### src/design/brb_pkg.sv
// shared constants, types and helpers of the byte ring buffer
package brb_pkg;

	// buffer geometry: one spare slot tells full from empty
	localparam int CAPACITY = 8192;
	localparam int SLOTS    = CAPACITY + 1;
	localparam int PTR_W    = $clog2(SLOTS);
	localparam int CNT_W    = $clog2(CAPACITY + 1);

	// transaction field widths
	localparam int OP_W   = 2;
	localparam int DATA_W = 8;
	localparam int LEN_W  = 14;
	localparam int OFF_W  = 13;
	localparam int STS_W  = 2;

	localparam logic [CNT_W-1:0] CAP_C   = CNT_W'(CAPACITY);
	localparam logic [PTR_W:0]   SLOTS_C = (PTR_W + 1)'(SLOTS);

	// operation codes
	localparam logic [OP_W-1:0] OP_APPEND   = 2'd0;
	localparam logic [OP_W-1:0] OP_PEEK     = 2'd1;
	localparam logic [OP_W-1:0] OP_RETRIEVE = 2'd2;

	// result status codes
	localparam logic [STS_W-1:0] STATUS_OK       = 2'd0;
	localparam logic [STS_W-1:0] STATUS_DROPPED  = 2'd1;
	localparam logic [STS_W-1:0] STATUS_PEEK_ERR = 2'd2;

	// controller states
	typedef enum logic [1:0] {
		ST_IDLE,
		ST_EXEC,
		ST_READ,
		ST_DONE
	} state_t;

	// controller to datapath commands
	typedef struct packed {
		logic capture;
		logic execute;
		logic load_byte;
	} cmd_t;

	// datapath to controller status
	typedef struct packed {
		logic need_read;
	} sts_t;

	// pointer advance with wrap at the slot count
	function automatic logic [PTR_W-1:0] wrap_add(input logic [PTR_W-1:0] base,
		input logic [PTR_W-1:0] amount);
		logic [PTR_W:0] sum;
		sum = {1'b0, base} + {1'b0, amount};
		if (sum >= SLOTS_C) begin
			sum = sum - SLOTS_C;
		end
		return sum[PTR_W-1:0];
	endfunction

endpackage

### src/design/brb_ctrl.sv
// sequencing controller of the byte ring buffer
module brb_ctrl (
	input  logic          clk,
	input  logic          arst_n,
	input  logic          in_valid,
	output logic          in_ready,
	output logic          out_valid,
	input  logic          out_ready,
	output brb_pkg::cmd_t cmd,
	input  brb_pkg::sts_t sts
);
	import brb_pkg::*;

	state_t state_q;
	state_t state_n;

	// state register
	always_ff @(posedge clk or negedge arst_n) begin
		if (!arst_n) begin
			state_q <= ST_IDLE;
		end else begin
			state_q <= state_n;
		end
	end

	// next state and commands
	always_comb begin
		state_n       = state_q;
		cmd           = '0;
		in_ready      = 1'b0;
		out_valid     = 1'b0;
		unique case (state_q)
			ST_IDLE: begin
				in_ready = 1'b1;
				if (in_valid) begin
					cmd.capture = 1'b1;
					state_n     = ST_EXEC;
				end
			end
			ST_EXEC: begin
				cmd.execute = 1'b1;
				state_n     = sts.need_read ? ST_READ : ST_DONE;
			end
			ST_READ: begin
				cmd.load_byte = 1'b1;
				state_n       = ST_DONE;
			end
			ST_DONE: begin
				out_valid = 1'b1;
				if (out_ready) begin
					state_n = ST_IDLE;
				end
			end
			default: begin
				state_n = ST_IDLE;
			end
		endcase
	end

	// one transaction in flight at a time
	a_no_overlap: assert property (@(posedge clk) disable iff (!arst_n)
		out_valid |-> !in_ready)
		else $error("input taken while a result is pending");

	// an accepted transaction is executed in the next cycle
	a_exec_follows: assert property (@(posedge clk) disable iff (!arst_n)
		(in_valid && in_ready) |=> cmd.execute)
		else $error("accepted transaction not executed");

	// byte load only right after an execute that needed a read
	a_load_after_exec: assert property (@(posedge clk) disable iff (!arst_n)
		cmd.load_byte |-> ($past(cmd.execute) && $past(sts.need_read)))
		else $error("byte load without a preceding peek read");

endmodule

### config.mk
export PLATFORM = sky130hd
export DESIGN_NAME = brb_ctrl
export DESIGN_NICKNAME = d
export VERILOG_FILES = /design/src/design/brb_pkg.sv /design/src/design/brb_ctrl.sv
export SDC_FILE = /design/constraint.sdc
export NUM_CORES = 1
export LEC_CHECK = 0
export ABC_AREA = 1
export BUFFER_PORTS_ARGS = -buffer_cell sky130_fd_sc_hd__buf_2
export CAP_MARGIN = 30
export CORE_AREA = 8 8 45 47
export CTS_CLUSTER_SIZE = 40
export DETAILED_ROUTE_END_ITERATION = 8
export DIE_AREA = 0 0 53 55
export GPL_TIMING_DRIVEN = 0
export PLACE_DENSITY_LB_ADDON = 0.3
export SLEW_MARGIN = 0
export SYNTH_ARGS = -nofsm -noshare
export SYNTH_HDL_FRONTEND = slang
export SYNTH_SLANG_ARGS = --single-unit
export TNS_END_PERCENT = 50
### constraint.sdc
create_clock -name clk -period 1.13 [get_ports clk]
set_clock_uncertainty 0.2 [all_clocks]
set_input_delay 0.113 -clock clk [delete_from_list [all_inputs] [get_ports clk]]
set_output_delay 0.113 -clock clk [all_outputs]
set_load 0.005 [all_outputs]
## Word-level counts from Yosys, hierarchy flattened

Index checks and enable logic that the tools add are counted.

- Input bits: 5
- Bits in registers: 2

- Multiplexer cells: 10
- Reduce and logical (&&, ||, !) cells: 2
- Equality and inequality tests: 5

Operator list:

| cell | count |
|---|---|
| $pmux 2 s4 | 1 |
| $mux 1 | 7 |
| $eq 2x2->1 const B | 2 |
| $mux 2 | 2 |
| $ne 2x2->1 const B | 2 |
| $eq 2x1->1 const B | 1 |
| $logic_not 2->1 | 1 |
| $reduce_and 2->1 | 1 |

## Logic depth before layout (Yosys ltp)

Gate-level depths: netlist of the first run.

- Depth after elaboration: 3
- Mapped depth: 6
- Mapped depth without buffers: 6

## Worst setup path after synthesis of the first run

OpenSTA, ideal clock, no wires.

- Path type: register to register
- Start: reg state_q[0]
- End: reg state_q[0]
- Cell stages (with the launch flop): 7
- Data required time: 0.813 ns
- Period minus slack after synthesis: 1.259 ns
- Slack: -0.129 ns
- Data arrival time: 0.943 ns
- Library setup time: 0.117 ns
- Cells stage by stage: dfrtp_1 -> inv_1 -> ha_1 -> nand2_2 -> nand3_2 -> nand2_1 -> nand2_1

- Word-level cells in the longest chain between the ends: 3
- Elaborated cells between the ends (all ways): 8
- Those cells by class: 5 x eq/ne; 1 x mux; 2 x reduce/logical

RTL lines:

| what | line | source |
|---|---|---|
| start: declaration | brb_ctrl.sv:14 | `state_t state_q;` |
| start signal: assignment | brb_ctrl.sv:22 | `state_q <= state_n;` |
| $eq 2x2->1 / $logic_not 2->1 (equally long branches) | brb_ctrl.sv:32 | `unique case (state_q)` |
| $ne 2x2->1 (no source line) | - |  |
| $reduce_and 2->1 (no source line) | - |  |

Parallel ways exist; a longest one is shown, timed or not.
A chain may end at the register's enable or synchronous reset.

==> out/summary.json, run 1 <==
{
  "outcome": "finished, violations left",
  "failed_checks": "setup timing",
  "fill_cells": 158,
  "critical_path.reg2reg.startpoint": "state_q[1]",
  "critical_path.startpoint": "state_q[0]",
  "final-seq-area_sq_um": 51.30,
  "placeableCoreArea_sq_um": 1384,
  "clock-root-buffer": "sky130_fd_sc_hd__clkbuf_4",
  "worst_skew_pair.late_latency_ns": 0.22,
  "final_cell_count_no_fill": 64,
  "insertedDiodeCount": 0,
  "timing.final.hold_violations": 0,
  "synth_common_cells": "9 x sky130_fd_sc_hd__nand2_1, 7 x sky130_fd_sc_hd__inv_1, 4 x sky130_fd_sc_hd__ha_1",
  "critPathSlowestCell": "sky130_fd_sc_hd__dfrtp_2",
  "globalRouteTotalUtil_pct": 4.098,
  "routed-via-count": 221,
  "synth_edf_count": 0,
  "drt_wl_total_um": 528,
  "crit_end_category": "output port",
  "hold_slack_ns": 0.06416,
  "wl_per_cell_um": 8.250,
  "route.antenna.remaining_nets": 0,
  "p_leak_nw": 0.2398,
  "initial_utilization_pct": 13.92,
  "timing.reg2reg.worst_path_depth": 7,
  "post-dp-hpwl_um": 368.8,
  "max_freq_mhz": 720.8,
  "post_layout_minimum_cycle_time_ns": 1.387,
  "final.setup.tns_ns": -1.459,
  "drv_slew": 0,
  "finalCritPeriodShare_pct": 122.8,
  "worst_setup_hold_path_clk_slew_ns": 0.03,
  "initialDrtViolationCount": 0,
  "criticalPathCategory": "register to output port",
  "setup_repair_after_global_routing_missed_its_margin": "yes",
  "multiInputGateArea_sq_um": 166.4,
  "grt_overflow": 0,
  "synth-seq-area-share_pct": 25.97,
  "hp-class": "primary input to register",
  "timing.final.ws_setup_ns": -0.2573,
  "timing.critical_path.fanout_max": 4,
  "antenna_found_initial": 0,
  "number_of_synthesized_register_bits": 2,
  "synthesis.nets": 36,
  "whs_path_depth": 5,
  "cp_cell_sequence": "buf_4 > ha_2 > buf_6",
  "worst_slew_pin_slew_ns": 0.1503,
  "routed_via_density": 3.453,
  "clock_tree.htree_level_count": 1,
  "yosys_warnings": 0,
  "die_h_um": 55,
  "timing.max_cap.violations": 0,
  "final_layout_size_suffix_gt1_share_pct": 68.75,
  "drt_drc_violations_left": 0,
  "port_buffers": 9,
  "largest_register_ffs": 2,
  "grt_pass1_wl_um": 828,
  "detail_route.first_pass.iterations": 1,
  "yosys.cell_count.top_type": "sky130_fd_sc_hd__nand2_1",
  "crit-reg2reg-capture": "state_q[0]",
  "holdPathEnd": "state_q[1]",
  "post_synth_instance_area_sq_um": 192.7,
  "crit_path_max_incr_delay_ns": 0.42,
  "post_synth_main_area_contributors": "sky130_fd_sc_hd__dfrtp_1 26%, sky130_fd_sc_hd__ha_1 26%, sky130_fd_sc_hd__nand2_1 18%, sky130_fd_sc_hd__inv_1 14%, sky130_fd_sc_hd__nand2_2 6.5%",
  "hold_start": "out_ready",
  "synth_flop_cell": "sky130_fd_sc_hd__dfrtp_1",
  "cts-buffers-inserted": 3,
  "worstPathRequired_ns": 0.82,
  "setup_viol_count_final": 7,
  "yosys.area.top_type": "sky130_fd_sc_hd__dfrtp_1",
  "synth_largest_type_area_fraction_pct": 25.97,
  "synth_area_per_cell_sq_um": 7.136,
  "max_slew_margin_pct": 89.98,
  "reg_with_most_ffs": "state_q",
  "routabilityCongestion": 0.6236,
  "reg.largest.list": "state_q (2)",
  "clock-sinks": 2,
  "design.final.nets": 59,
  "max-clock-path-buffers": 2,
  "power_density_nw_per_um2": 2702,
  "die_w_um": 53,
  "tritoncts_clock_tree": "done",
  "syn-instance-count": 27,
  "ios": 10,
  "worst-endpoint-arrival_ns": 1.07,
  "worst_case_vdd_ir_drop_uv": 548.4,
  "category_of_the_worst_setup_path_launch_point": "register",
  "regToRegSetupSlack_ns": -0.18,
  "row_count": 14,
  "largest_net_degree_at_the_start_of_global_routing": 5,
  "ys_async_sr_fraction_pct": 100.0,
  "via_count_of_the_first_global_routing_pass": 233,
  "die_area_sq_um": 2915,
  "areaGrowthSynthToFinish_pct": 122.1,
  "dpl.cell_count": 52,
  "synth.distinct_cells": 7
}
==> power by group <==
part           switching, mW  internal (mW)  total [mW]
registers             0.0448          0.117       0.162
logic                  0.350          0.487       0.837
clock network         0.0406          0.117       0.158
total                  0.435          0.721        1.16
==> kinds of logic (layout without fill, tap and decap cells) <==
kind of cell | after synthesis | in the layout | synth area share [%]
flops | 2 | 2 | 25.98
fa+ha+maj | 4 | 4 | 25.98
buf+inv | 7 | 28 | 13.64
simple gates | 14 | 14 | 34.41
==> layout by cell type, fill, tap and decap left out, types with 2 or more instances in the layout <==
cell type | synthesis | routed
sky130_fd_sc_hd__nand2_1 | 9 | 7
sky130_fd_sc_hd__buf_6 | 0 | 5
sky130_fd_sc_hd__nand3_1 | 2 | 2
sky130_fd_sc_hd__buf_4 | 0 | 6
sky130_fd_sc_hd__nand2_2 | 2 | 3
sky130_fd_sc_hd__buf_2 | 0 | 6
sky130_fd_sc_hd__clkbuf_4 | 0 | 3
sky130_fd_sc_hd__inv_2 | 0 | 3
sky130_fd_sc_hd__inv_1 | 7 | 4
sky130_fd_sc_hd__ha_4 | 0 | 3
==> through the flow <==
| stage | total power, mW | area [sq um] | worst slack, ns | utilization [%] |
|---|---|---|---|---|
| finish | 1.156 | 427.9 | -0.2573 | 30.92 |
| global route | 1.274 | 427.9 | -0.2867 | 30.92 |
| CTS | 0.8735 | 337.8 | -0.2874 | 24.41 |
| detailed placement | 0.6499 | 280.3 | -0.1186 | 20.25 |
| global placement | 0.6489 | 280.3 | -0.1243 | 20.25 |
| floorplan | 0.5066 | 215.2 | -0.04386 | - |
==> cell type report <==
type,count,share of cell area [%]
Tap cell,16,4.678
Timing Repair Buffer,18,33.04
Sequential cell,2,11.99
Clock buffer,3,5.263
Inverter,7,6.140
Multi-Input combinational cell,18,38.89
==> routing by layer <==
metal | global-route usage, % | vias up | wire length (um) | share of wire [%]
li1 | - | 121 | - | -
met1 | 3.343 | 96 | 189 | 36
met2 | 6.055 | 4 | 295 | 56
met3 | 2.674 | 0 | 43 | 8.1
met4 | 5.172 | 0 | 0 | 0
met5 | 0 | - | 0 | 0
==> worst max-delay path: cells and delay by family (launching register included) <==
family	cells	cell delay, ns
flops	1	0.42
buf+inv	2	0.25
fa+ha+maj	1	0.18
==> timing repair <==
item / 4_1_cts / 5_1_grt
setup buffers: 2 / 5
resized for setup: 0 / 13
endpoints found under the hold margin: 2 / 0
hold buffers: 2 / 0
pin swaps: 1 / 2
setup endpoints to repair: 7 / 7
==> worst max path at each step <==
stage | end | depth (start not counted)
after CTS | cmd[2] | 5
final | cmd[1] | 3
after global placement | state_q[0] | 6
after detailed placement | state_q[0] | 6
after floorplan | state_q[0] | 6
after global routing | cmd[1] | 3
No activity file was read; power rests on OpenSTA's default activity.
==> run 2, diff against run 1 <==
CORE_AREA = 2 2 39 41   (was 8 8 45 47)
DIE_AREA = 0 0 41 43   (was 0 0 53 55)
==> out/summary.json, run 2 (synthesis gave the netlist of run 1 again) <==
{
  "antenna_found_initial": {"value": 0, "change": "unchanged"},
  "post_layout_minimum_cycle_time": {"value": 1.371, "unit": "ns", "change": "-0.01663 ns"},
  "placeableCoreArea": {"value": 1384, "unit": "sq um", "change": "unchanged"},
  "drt_drc_violations_left": {"value": 0, "change": "unchanged"},
  "power.net_switching": {"value": 0.4040, "unit": "mW", "change": "-7.1%"},
  "ios": {"value": 10, "change": "unchanged"},
  "hold_start": "out_ready",
  "reg_with_most_ffs": "state_q",
  "insertedDiodeCount": {"value": 0, "change": "unchanged"},
  "critical_path.reg2reg.startpoint": "state_q[1]",
  "design_area": {"value": 397.9, "unit": "sq um", "change": "-7.0%"},
  "die_w": {"value": 41, "unit": "um", "change": "-23%"},
  "max_slew_margin": {"value": 89.66, "unit": "%", "change": "-0.32 points"},
  "power.total": {"value": 1.036, "unit": "mW", "change": "-10%"},
  "timing.max_cap.violations": {"value": 0, "change": "unchanged"},
  "crit-reg2reg-capture": "state_q[0]",
  "worstPathRequired": {"value": 0.82, "unit": "ns", "change": "about the same"},
  "drv_slew": {"value": 0, "change": "unchanged"},
  "grt_use_met1": {"value": 7.395, "unit": "%", "change": "+4.1 points"},
  "worst_case_vdd_ir_drop": {"value": 567.1, "unit": "uV", "change": "+3.4%"},
  "initial_utilization": {"value": 13.92, "unit": "%", "change": "unchanged"},
  "groute.layer.met3.usage": {"value": 7.853, "unit": "%", "change": "+5.2 points"},
  "wl_per_cell": {"value": 7.194, "unit": "um", "change": "-13%"},
  "tritoncts_clock_tree": "done",
  "p_leak": {"value": 0.2284, "unit": "nW", "change": "-4.8%"},
  "timing.final.ws_setup": {"value": -0.2406, "unit": "ns", "change": "+0.01663 ns"},
  "hold_slack": {"value": 0.05886, "unit": "ns", "change": "-0.005303 ns"},
  "largest_net_degree_at_the_start_of_global_routing": {"value": 5, "change": "unchanged"},
  "cts-buffers-inserted": {"value": 3, "change": "unchanged"},
  "largest_register_ffs": {"value": 2, "change": "unchanged"},
  "switching_share": {"value": 38.99, "unit": "%", "change": "+1.4 points"},
  "failed_checks": "setup timing",
  "busiest_layer": "met2",
  "criticalPathCategory": "register to output port",
  "worst_skew_pair.late_latency": {"value": 0.22, "unit": "ns", "change": "about the same"},
  "whs_path_depth": {"value": 5, "change": "unchanged"},
  "post-dp-hpwl": {"value": 314.8, "unit": "um", "change": "-15%"},
  "power_frac_comb": {"value": 69.6, "unit": "%", "change": "-2.8 points"},
  "timing.final.hold_violations": {"value": 0, "change": "unchanged"},
  "critPathSlowestCell": "sky130_fd_sc_hd__dfrtp_1",
  "max-clock-path-buffers": {"value": 2, "change": "unchanged"},
  "setup_repair_after_global_routing_missed_its_margin": "yes",
  "detail_route.first_pass.iterations": {"value": 2, "change": "+1"},
  "holdPathEnd": "state_q[1]",
  "final_layout_size_suffix_gt1_share": {"value": 63.04, "unit": "%", "change": "-5.7 points"},
  "clock-sinks": {"value": 2, "change": "unchanged"},
  "globalRouteTotalUtil": {"value": 7.430, "unit": "%", "change": "+3.3 points"},
  "reg.largest.list": "state_q (2)",
  "power_frac_clock": {"value": 15.1, "unit": "%", "change": "+1.4 points"},
  "hp-class": "primary input to register",
  "crit_path_max_incr_delay": {"value": 0.41, "unit": "ns", "change": "about the same"},
  "initialDrtViolationCount": {"value": 1, "change": "+1"},
  "grt_overflow": {"value": 0, "change": "unchanged"},
  "p_seq_share": {"value": 15.3, "unit": "%", "change": "+1.3 points"},
  "route.antenna.remaining_nets": {"value": 0, "change": "unchanged"},
  "design.final.nets": {"value": 57, "change": "-3.4%"},
  "port_buffers": {"value": 9, "change": "unchanged"},
  "crit_end_category": "output port",
  "cellInternalPower": {"value": 0.6323, "unit": "mW", "change": "-12%"},
  "die_area": {"value": 1763, "unit": "sq um", "change": "-40%"},
  "clock-root-buffer": "sky130_fd_sc_hd__clkbuf_4",
  "power_density": {"value": 2605, "unit": "nW/um^2", "change": "-3.6%"},
  "routed_via_density": {"value": 3.484, "change": "+0.89%"},
  "worst-endpoint-arrival": {"value": 1.06, "unit": "ns", "change": "about the same"},
  "detailedPlace.worstSlack": {"value": -0.1136, "unit": "ns", "change": "+0.005080 ns"},
  "timing.reg2reg.worst_path_depth": {"value": 7, "change": "unchanged"},
  "routed-via-count": {"value": 216, "change": "-2.3%"},
  "max_freq": {"value": 729.6, "unit": "MHz", "change": "+1.2%"},
  "use_met2": {"value": 9.375, "unit": "%", "change": "+3.3 points"},
  "row_count": {"value": 14, "change": "unchanged"},
  "areaGrowthSynthToFinish_pct": 106.5,
  "final_core_utilization": {"value": 28.75, "unit": "%", "change": "-2.2 points"},
  "finalCritPeriodShare": {"value": 121.3, "unit": "%", "change": "-1.5 points"},
  "via_count_of_the_first_global_routing_pass": {"value": 207, "change": "-11%"},
  "drt_wl_total": {"value": 446, "unit": "um", "change": "-16%"},
  "worst_setup_hold_path_clk_slew": {"value": 0.03, "unit": "ns", "change": "about the same"},
  "routabilityCongestion": {"value": 0.5857, "change": "-6.1%"},
  "final_cell_count_no_fill": {"value": 62, "change": "-3.1%"},
  "worst_slew_pin_slew": {"value": 0.1550, "unit": "ns", "change": "+0.004758 ns"},
  "regToRegSetupSlack": {"value": -0.20, "unit": "ns", "change": "-0.02 ns"},
  "die_h": {"value": 43, "unit": "um", "change": "-22%"},
  "grt_pass1_wl": {"value": 800, "unit": "um", "change": "-3.4%"},
  "clock_tree.htree_level_count": {"value": 1, "change": "unchanged"},
  "outcome": "finished, violations left",
  "detailed_place.area": {"value": 280.3, "unit": "sq um", "change": "unchanged"},
  "category_of_the_worst_setup_path_launch_point": "register",
  "layout.cells.most_common_list": "7 x sky130_fd_sc_hd__nand2_1, 7 x sky130_fd_sc_hd__buf_2, 4 x sky130_fd_sc_hd__inv_1, 4 x sky130_fd_sc_hd__buf_6",
  "setup_viol_count_final": {"value": 7, "change": "unchanged"},
  "cp_cell_sequence": "buf_4 > ha_4 > buf_2",
  "timing.critical_path.fanout_max": {"value": 4, "change": "unchanged"},
  "final.setup.tns": {"value": -1.449, "unit": "ns", "change": "+0.01014 ns"},
  "dpl.cell_count": {"value": 52, "change": "unchanged"}
}
-- run 2: cell type report --
cell class              instances  area [sq um]
fillers                       154         985.9
flip-flops and latches          2         50.05
multi-input cells              18         156.4
clock buffers                   3         22.52
inverters                       7         26.28
repair buffers                 16         122.6
well taps                      16         20.02
-- run 2: power by group through the flow --
stage	combinational, mW	clock (mW)	sequential [mW]
2_1_floorplan	0.350	0	0.157
3_3_place_gp	0.471	0	0.170
3_5_place_dp	0.478	0	0.169
4_1_cts	0.666	0.167	0.158
5_1_grt	0.805	0.186	0.166
6_report	0.722	0.156	0.158
-- run 2: per-layer routing --
layer  vias to the layer above  wire, um
met1                        94       183
met4                         0         0
met5                         -         0
met2                         5       227
met3                         0        35
li1                        117         -
-- run 2: repair_timing --
| action | CTS | global route |
|---|---|---|
| hold endpoints to repair | 2 | 0 |
| gates resized for setup | 3 | 6 |
| buffers inserted | 5 | 0 |
| pin swaps | 1 | 1 |
| hold buffers | 2 | 0 |
| endpoints found under the setup margin | 7 | 7 |
-- run 2: worst max-delay path by stage --
stage	startpoint	endpoint	slack, ns	depth (start not counted)
2_1_floorplan	state_q[1]	state_q[0]	-0.04	6
4_1_cts	state_q[0]	cmd[2]	-0.25	5
5_1_grt	state_q[0]	cmd[1]	-0.30	3
3_5_place_dp	state_q[1]	state_q[0]	-0.11	6
6_report	state_q[1]	out_valid	-0.24	3
3_3_place_gp	state_q[1]	state_q[0]	-0.11	6
-- run 2: critical path: cells and delay by family (launching register included) --
kind / cells / cell delay (ns)
adder cells (fa/ha/maj): 1 / 0.15
flip-flops: 1 / 0.41
buffers and inverters: 2 / 0.28
